## config.mk

```make
export PLATFORM = sky130hd
export DESIGN_NAME = tdp_sequencer
export DESIGN_NICKNAME = d
export VERILOG_FILES = /design/src/rtl/tdp_pkg.sv /design/src/rtl/tdp_sequencer.sv
export SDC_FILE = /design/constraint.sdc
export NUM_CORES = 1
export LEC_CHECK = 0
export BUFFER_PORTS_ARGS = -buffer_cell sky130_fd_sc_hd__buf_2
export CORE_AREA = 2 2 46 48
export CTS_BUF_LIST = sky130_fd_sc_hd__clkbuf_8
export DETAILED_ROUTE_END_ITERATION = 8
export DIE_AREA = 0 0 48 50
export PLACE_DENSITY = 0.85
export SYNTH_ARGS = -nofsm -noshare
export SYNTH_HDL_FRONTEND = slang
export SYNTH_SLANG_ARGS = --single-unit
```

## constraint.sdc

```tcl
create_clock -name clock -period 2.35 [get_ports clock]
set_input_delay 0 -clock clock [delete_from_list [all_inputs] [get_ports clock]]
set_output_delay 0 -clock clock [all_outputs]
set_load 0.05 [all_outputs]
```

## src/rtl/tdp_pkg.sv

```systemverilog
`timescale 1ns / 1ps
package tdp_pkg;

   localparam int NUMBER_WIDTH = 31;
   // Divisor never exceeds sqrt(number) + 2.
   localparam int DIV_WIDTH    = NUMBER_WIDTH / 2 + 2;
   // Divisor square stays below twice the number range.
   localparam int SQ_WIDTH     = NUMBER_WIDTH + 1;
   localparam int CNT_WIDTH    = $clog2(NUMBER_WIDTH + 1);
   localparam int STEP_WIDTH   = 4;

   typedef logic [STEP_WIDTH-1:0] step_type;

   // Program step addresses.
   localparam step_type STEP_WAIT     = 4'd0;
   localparam step_type STEP_CHK_LT2  = 4'd1;
   localparam step_type STEP_CHK_EQ2  = 4'd2;
   localparam step_type STEP_CHK_EVEN = 4'd3;
   localparam step_type STEP_LOOP     = 4'd4;
   localparam step_type STEP_DIV_INIT = 4'd5;
   localparam step_type STEP_DIV      = 4'd6;
   localparam step_type STEP_CHK_REM  = 4'd7;
   localparam step_type STEP_ADVANCE  = 4'd8;
   localparam step_type STEP_PRIME    = 4'd9;
   localparam step_type STEP_COMPOSITE = 4'd10;
   localparam step_type STEP_EMIT     = 4'd11;
   localparam step_type STEP_RETURN   = 4'd12;

   typedef enum logic [2:0] {
      OP_NOP,
      OP_LOAD,
      OP_DIV_INIT,
      OP_DIV_STEP,
      OP_ADVANCE,
      OP_SET_PRIME,
      OP_SET_COMPOSITE,
      OP_EMIT
   } op_type;

   typedef enum logic [3:0] {
      COND_NEVER,
      COND_ALWAYS,
      COND_NO_REQ,
      COND_LT2,
      COND_EQ2,
      COND_EVEN,
      COND_SQ_GT,
      COND_DIV_BUSY,
      COND_REM_ZERO,
      COND_OUT_BUSY
   } cond_type;

   typedef struct packed {
      op_type   op;
      cond_type cond;
      step_type target;
   } ctrl_type;

   typedef struct packed {
      logic no_req;
      logic lt2;
      logic eq2;
      logic even;
      logic sq_gt;
      logic div_busy;
      logic rem_zero;
      logic out_busy;
   } status_type;

   // Microprogram: one control word per step; jump to target when cond holds.
   function automatic ctrl_type tdp_rom(input step_type pc);
      ctrl_type w;
      unique case (pc)
         STEP_WAIT:      w = '{OP_LOAD,          COND_NO_REQ,   STEP_WAIT};
         STEP_CHK_LT2:   w = '{OP_NOP,           COND_LT2,      STEP_COMPOSITE};
         STEP_CHK_EQ2:   w = '{OP_NOP,           COND_EQ2,      STEP_PRIME};
         STEP_CHK_EVEN:  w = '{OP_NOP,           COND_EVEN,     STEP_COMPOSITE};
         STEP_LOOP:      w = '{OP_NOP,           COND_SQ_GT,    STEP_PRIME};
         STEP_DIV_INIT:  w = '{OP_DIV_INIT,      COND_NEVER,    STEP_WAIT};
         STEP_DIV:       w = '{OP_DIV_STEP,      COND_DIV_BUSY, STEP_DIV};
         STEP_CHK_REM:   w = '{OP_NOP,           COND_REM_ZERO, STEP_COMPOSITE};
         STEP_ADVANCE:   w = '{OP_ADVANCE,       COND_ALWAYS,   STEP_LOOP};
         STEP_PRIME:     w = '{OP_SET_PRIME,     COND_ALWAYS,   STEP_EMIT};
         STEP_COMPOSITE: w = '{OP_SET_COMPOSITE, COND_NEVER,    STEP_WAIT};
         STEP_EMIT:      w = '{OP_EMIT,          COND_OUT_BUSY, STEP_EMIT};
         STEP_RETURN:    w = '{OP_NOP,           COND_ALWAYS,   STEP_WAIT};
         default:        w = '{OP_NOP,           COND_ALWAYS,   STEP_WAIT};
      endcase
      return w;
   endfunction

endpackage

```

## src/rtl/tdp_sequencer.sv

```systemverilog
`timescale 1ns / 1ps
module tdp_sequencer import tdp_pkg::*; (
   input  logic       clock,
   input  logic       reset,
   input  status_type status,
   output ctrl_type   ctrl
);

   step_type pc_ff;
   step_type pc_in;
   logic     take;

   assign ctrl = tdp_rom(pc_ff);

   always_comb begin
      unique case (ctrl.cond)
         COND_NEVER:    take = 1'b0;
         COND_ALWAYS:   take = 1'b1;
         COND_NO_REQ:   take = status.no_req;
         COND_LT2:      take = status.lt2;
         COND_EQ2:      take = status.eq2;
         COND_EVEN:     take = status.even;
         COND_SQ_GT:    take = status.sq_gt;
         COND_DIV_BUSY: take = status.div_busy;
         COND_REM_ZERO: take = status.rem_zero;
         COND_OUT_BUSY: take = status.out_busy;
         default:       take = 1'b0;
      endcase
   end

   // Jump on a true condition, otherwise advance.
   assign pc_in = take ? ctrl.target : pc_ff + step_type'(1);

   always_ff @(posedge clock) begin
      if (reset) begin
         pc_ff <= STEP_WAIT;
      end else begin
         pc_ff <= pc_in;
      end
   end

endmodule
```

==> impl_metrics.xml <==
<?xml version="1.0" encoding="UTF-8"?>
<metrics>
  <group name="run_status">
    <metric name="outcome" unit="">finished clean</metric>
  </group>
  <group name="logic_synthesis">
    <metric name="synth_ff_type" unit="">dfxtp_1</metric>
    <metric name="synth-edff-count" unit="">0</metric>
    <metric name="combinational_family_with_the_most_area_after_synthesis" unit="">compound AO/OA/AOI/OAI gates</metric>
    <metric name="synth_async_sr_flop_share" unit="%">0</metric>
    <metric name="synth.largest_area_cell" unit="">dfxtp_1</metric>
    <metric name="ys_ff_latch" unit="">15</metric>
    <metric name="cells_after_synthesis" unit="">99</metric>
    <metric name="yosys.area_share.xor_xnor" unit="%">2.95</metric>
    <metric name="adder_and_majority_gate_portion_of_the_synthesized_area" unit="%">8.42</metric>
    <metric name="synth.top_cells.by_count" unit="">dfxtp_1, nand2_1, mux2i_1</metric>
    <metric name="synth.yosys.warnings" unit="">0</metric>
    <metric name="syn-mean-instance-area" unit="sq um">9.01</metric>
    <metric name="ys_types" unit="">37</metric>
    <metric name="synth_sequential_area_ratio" unit="%">33.7</metric>
    <metric name="synth_mux_area_share" unit="%">10.4</metric>
    <metric name="synth_largest_type_area_fraction" unit="%">33.7</metric>
    <metric name="synth.top_cells.by_area" unit="">dfxtp_1, ha_1, mux2i_1, nand2_1, nand2b_1</metric>
    <metric name="synth_most_common_cell" unit="">dfxtp_1</metric>
    <metric name="synth_compound_area_share" unit="%">21.5</metric>
    <metric name="syn-cell-area" unit="sq um">892</metric>
    <metric name="synth-simple-area-share" unit="%">17.7</metric>
    <metric name="postSynthNetCount" unit="">115</metric>
  </group>
  <group name="worst_setup_path">
    <metric name="setup.worst_path.start_class" unit="">flip-flop</metric>
    <metric name="cpMaxStageDelayCell" unit="">dfxtp_4</metric>
    <metric name="cp_max_fo" unit="">7</metric>
    <metric name="crit_path_cell_trace" unit="">and2b_1 &gt; a221oi_4 &gt; o21ai_4 &gt; mux2i_1 &gt; or2_1 &gt; ha_4 &gt; inv_2 &gt; nor2_4 &gt; nand2_1 &gt; and3b_1 &gt; a21oi_1 &gt; o21ai_1</metric>
    <metric name="setup.worst_path.class" unit="">flip-flop to flip-flop</metric>
    <metric name="timing.critical_path.slowest_cell_delay" unit="ps">370</metric>
    <metric name="endpoint_kind" unit="">flip-flop</metric>
    <metric name="critical-path-top-delay-family" unit="">simple AND/OR/NAND/NOR gates</metric>
    <metric name="critPathBufInv" unit="">1</metric>
    <metric name="cp_data_required_time" unit="ps">2490</metric>
    <metric name="worst_reg2reg_path_startpoint" unit="">ctrl[6]</metric>
    <metric name="crit_arrival" unit="ps">2480</metric>
    <metric name="critical_path.startpoint" unit="">ctrl[6]</metric>
  </group>
  <group name="clock_tree">
    <metric name="clk_root_buffer_cell" unit="">clkbuf_8</metric>
    <metric name="h-tree-depth" unit="">1</metric>
    <metric name="cts-buffers-inserted" unit="">3</metric>
    <metric name="cts.reportedPaths.clkPinSlew" unit="ps">60</metric>
    <metric name="clock_insertion_delay_worst_skew" unit="ps">250</metric>
    <metric name="cts.sinks" unit="">15</metric>
    <metric name="ctsLongestPathBuffers" unit="">2</metric>
    <metric name="cts_tree" unit="">done</metric>
  </group>
  <group name="die">
    <metric name="top_level_ports" unit="">21</metric>
    <metric name="core-area" unit="sq um">1900</metric>
    <metric name="floorplan.initialDensity" unit="%">46.9</metric>
    <metric name="die_footprint" unit="sq um">2400</metric>
    <metric name="chipHeight" unit="um">50</metric>
    <metric name="die_w" unit="um">48</metric>
    <metric name="rows" unit="">16</metric>
  </group>
  <group name="sta">
    <metric name="timing_hold_violations_final" unit="">0</metric>
    <metric name="min_period" unit="ps">2350</metric>
    <metric name="post-route-period-util" unit="%">99.8</metric>
    <metric name="final_max_slew_viol_count" unit="">0</metric>
    <metric name="setup_repair_after_global_routing_missed_its_margin" unit="">yes</metric>
    <metric name="clock-skew-final" unit="ps">2.53</metric>
    <metric name="maxClockFrequency" unit="MHz">426</metric>
    <metric name="max_slew.worst_pin.slew" unit="ps">419</metric>
    <metric name="tns" unit="ps">0</metric>
    <metric name="final.hold.worst_slack" unit="ps">97.8</metric>
    <metric name="timing.slew.headroom" unit="%">71.8</metric>
    <metric name="setup_viol" unit="">0</metric>
  </group>
  <group name="placement">
    <metric name="place.detailed.hpwl" unit="mm">1.51</metric>
    <metric name="gp_congestion" unit="">0.942</metric>
    <metric name="buffer_ports.inserted" unit="">20</metric>
    <metric name="dpl-instance-area" unit="sq um">1060</metric>
  </group>
  <group name="routing">
    <metric name="detailedRoute.firstIterationViolations" unit="">25</metric>
    <metric name="avg_vias_per_cell" unit="">5.35</metric>
    <metric name="via_count_of_the_routed_design" unit="">813</metric>
    <metric name="wire_length_after_detailed_routing" unit="mm">2.12</metric>
    <metric name="drtAntennaViolNets" unit="">0</metric>
    <metric name="drc_errors" unit="">0</metric>
    <metric name="routed_length_per_instance" unit="um">14.0</metric>
    <metric name="detailedRoute.firstPassIterationCount" unit="">4</metric>
  </group>
  <group name="hold_path">
    <metric name="min-delay-start" unit="">reset</metric>
    <metric name="holdCritPathClass" unit="">input port to flip-flop</metric>
  </group>
  <group name="power_and_ir_drop">
    <metric name="share_clk_of_total_power" unit="%">11.6</metric>
    <metric name="irDropWorstVdd" unit="uV">749</metric>
    <metric name="p_int" unit="mW">0.891</metric>
    <metric name="total_switching_power" unit="mW">0.854</metric>
    <metric name="p_sw_share" unit="%">48.9</metric>
    <metric name="p_seq_share" unit="%">25.8</metric>
    <metric name="cellLeakagePower" unit="nW">0.523</metric>
    <metric name="power_per_cell_area" unit="nW/um^2">1500</metric>
    <metric name="power.share.combinational" unit="%">62.7</metric>
  </group>
  <group name="cells_and_area">
    <metric name="filler_cell_count" unit="">167</metric>
    <metric name="layout_cell_share_with_drive_strength_beyond_1" unit="%">38.4</metric>
    <metric name="combined_area_of_the_multi_input_logic_cells" unit="sq um">602</metric>
    <metric name="diodes" unit="">0</metric>
    <metric name="areaGrowthSynthToFinish" unit="%">30.2</metric>
    <metric name="fin_area" unit="sq um">1160</metric>
    <metric name="seq_cell_area" unit="sq um">310</metric>
    <metric name="finish.utilization" unit="%">61.1</metric>
    <metric name="nets" unit="">142</metric>
  </group>
  <group name="grt">
    <metric name="global_route.peak_usage_layer" unit="">met2</metric>
    <metric name="gr-usage-met2" unit="%">30.9</metric>
    <metric name="grt_pass1_vias" unit="">788</metric>
    <metric name="grt_antenna_before_repair" unit="">0</metric>
    <metric name="gr-usage-met1" unit="%">23.4</metric>
    <metric name="residual_overflow_from_global_routing" unit="">0</metric>
    <metric name="gr-usage-all-layers" unit="%">19.7</metric>
    <metric name="grt_max_degree" unit="">16</metric>
    <metric name="use_met3" unit="%">4.76</metric>
    <metric name="grt_first_pass_wirelength" unit="mm">3.27</metric>
  </group>
  <group name="job">
    <metric name="max-cap-violations" unit="">0</metric>
  </group>
</metrics>
==> state kept, by name, summed over array words and instances (netlist names) <==
register	count
pc_ff	4
ctrl	11
==> path summary, 6_finish.rpt <==
path,endpoint,slack (ps),depth (start not counted)
max reg2reg,ctrl[3],4,12
min reg2reg,pc_ff[0],640,2
min,ctrl[1],100,2
max,ctrl[3],4,12
==> through the flow <==
stage          power (mW)  setup slack (ps)  cells
2_1_floorplan        1.21              -150     99
5_1_grt              1.88              -127    152
3_3_place_gp         1.40               114    147
6_report             1.75              4.21    152
3_5_place_dp         1.43              14.3    147
4_1_cts              1.64              5.93    151
==> final cells by class <==
| cell class | count | area share (%) |
|---|---|---|
| clock buffers | 3 | 3.56 |
| clock inverters | 1 | 0.323 |
| inverters | 7 | 2.48 |
| multi-input cells | 74 | 51.8 |
| flip-flops and latches | 15 | 26.7 |
| well taps | 27 | 2.91 |
| repair buffers | 25 | 12.2 |
==> timing repair <==
| item | 4_1_cts | 5_1_grt |
|---|---|---|
| resized for setup | 0 | 10 |
| endpoints found under the setup margin | 1 | 1 |
| setup buffers | 0 | 1 |
| pin swaps | 2 | 7 |
| hold buffers | 0 | 0 |
| gates cloned | 0 | 0 |
==> metal layers <==
metal  share of wire (%)  routed length, um  vias to the layer above
met2                  49               1030                       44
met1                  41                864                      362
li1                    -                  -                      400
met3                 7.1                150                        7
met4                 3.5                 75                        0
met5                   0                  0                        -
==> logic make-up (layout without fill, tap and decap cells) <==
family	count (synthesis)	count (layout)
simple gates	31	31
mux	8	8
buf+inv	10	36
xor+xnor	3	3
fa+ha+maj	6	6
flops	15	15
compound gates	26	26
==> cells in the final DEF (no fill, tap or decap), types with 2 or more instances in the layout <==
cell type   n
buf_4       4
nor2_1      4
o22ai_1     2
nand3b_1    2
o21ai_0     2
dfxtp_1    11
dfxtp_2     2
o21ai_1     5
inv_1       3
nor2b_1     2
ha_1        3
clkbuf_8    3
ha_4        2
buf_2      20
inv_2       4
xor2_1      2
a21oi_1     5
mux2i_1     7
nand2b_1    5
dfxtp_4     2
nand2_1    10
==> power by group through the flow <==
stage,Clock (mW),Sequential (mW),Combinational [mW]
finish,0.202,0.450,1.09
global route,0.226,0.462,1.19
CTS,0.208,0.444,0.986
detailed placement,0,0.449,0.977
global placement,0,0.445,0.952
floorplan,0,0.644,0.570
Power figures use the tool's default switching activity.
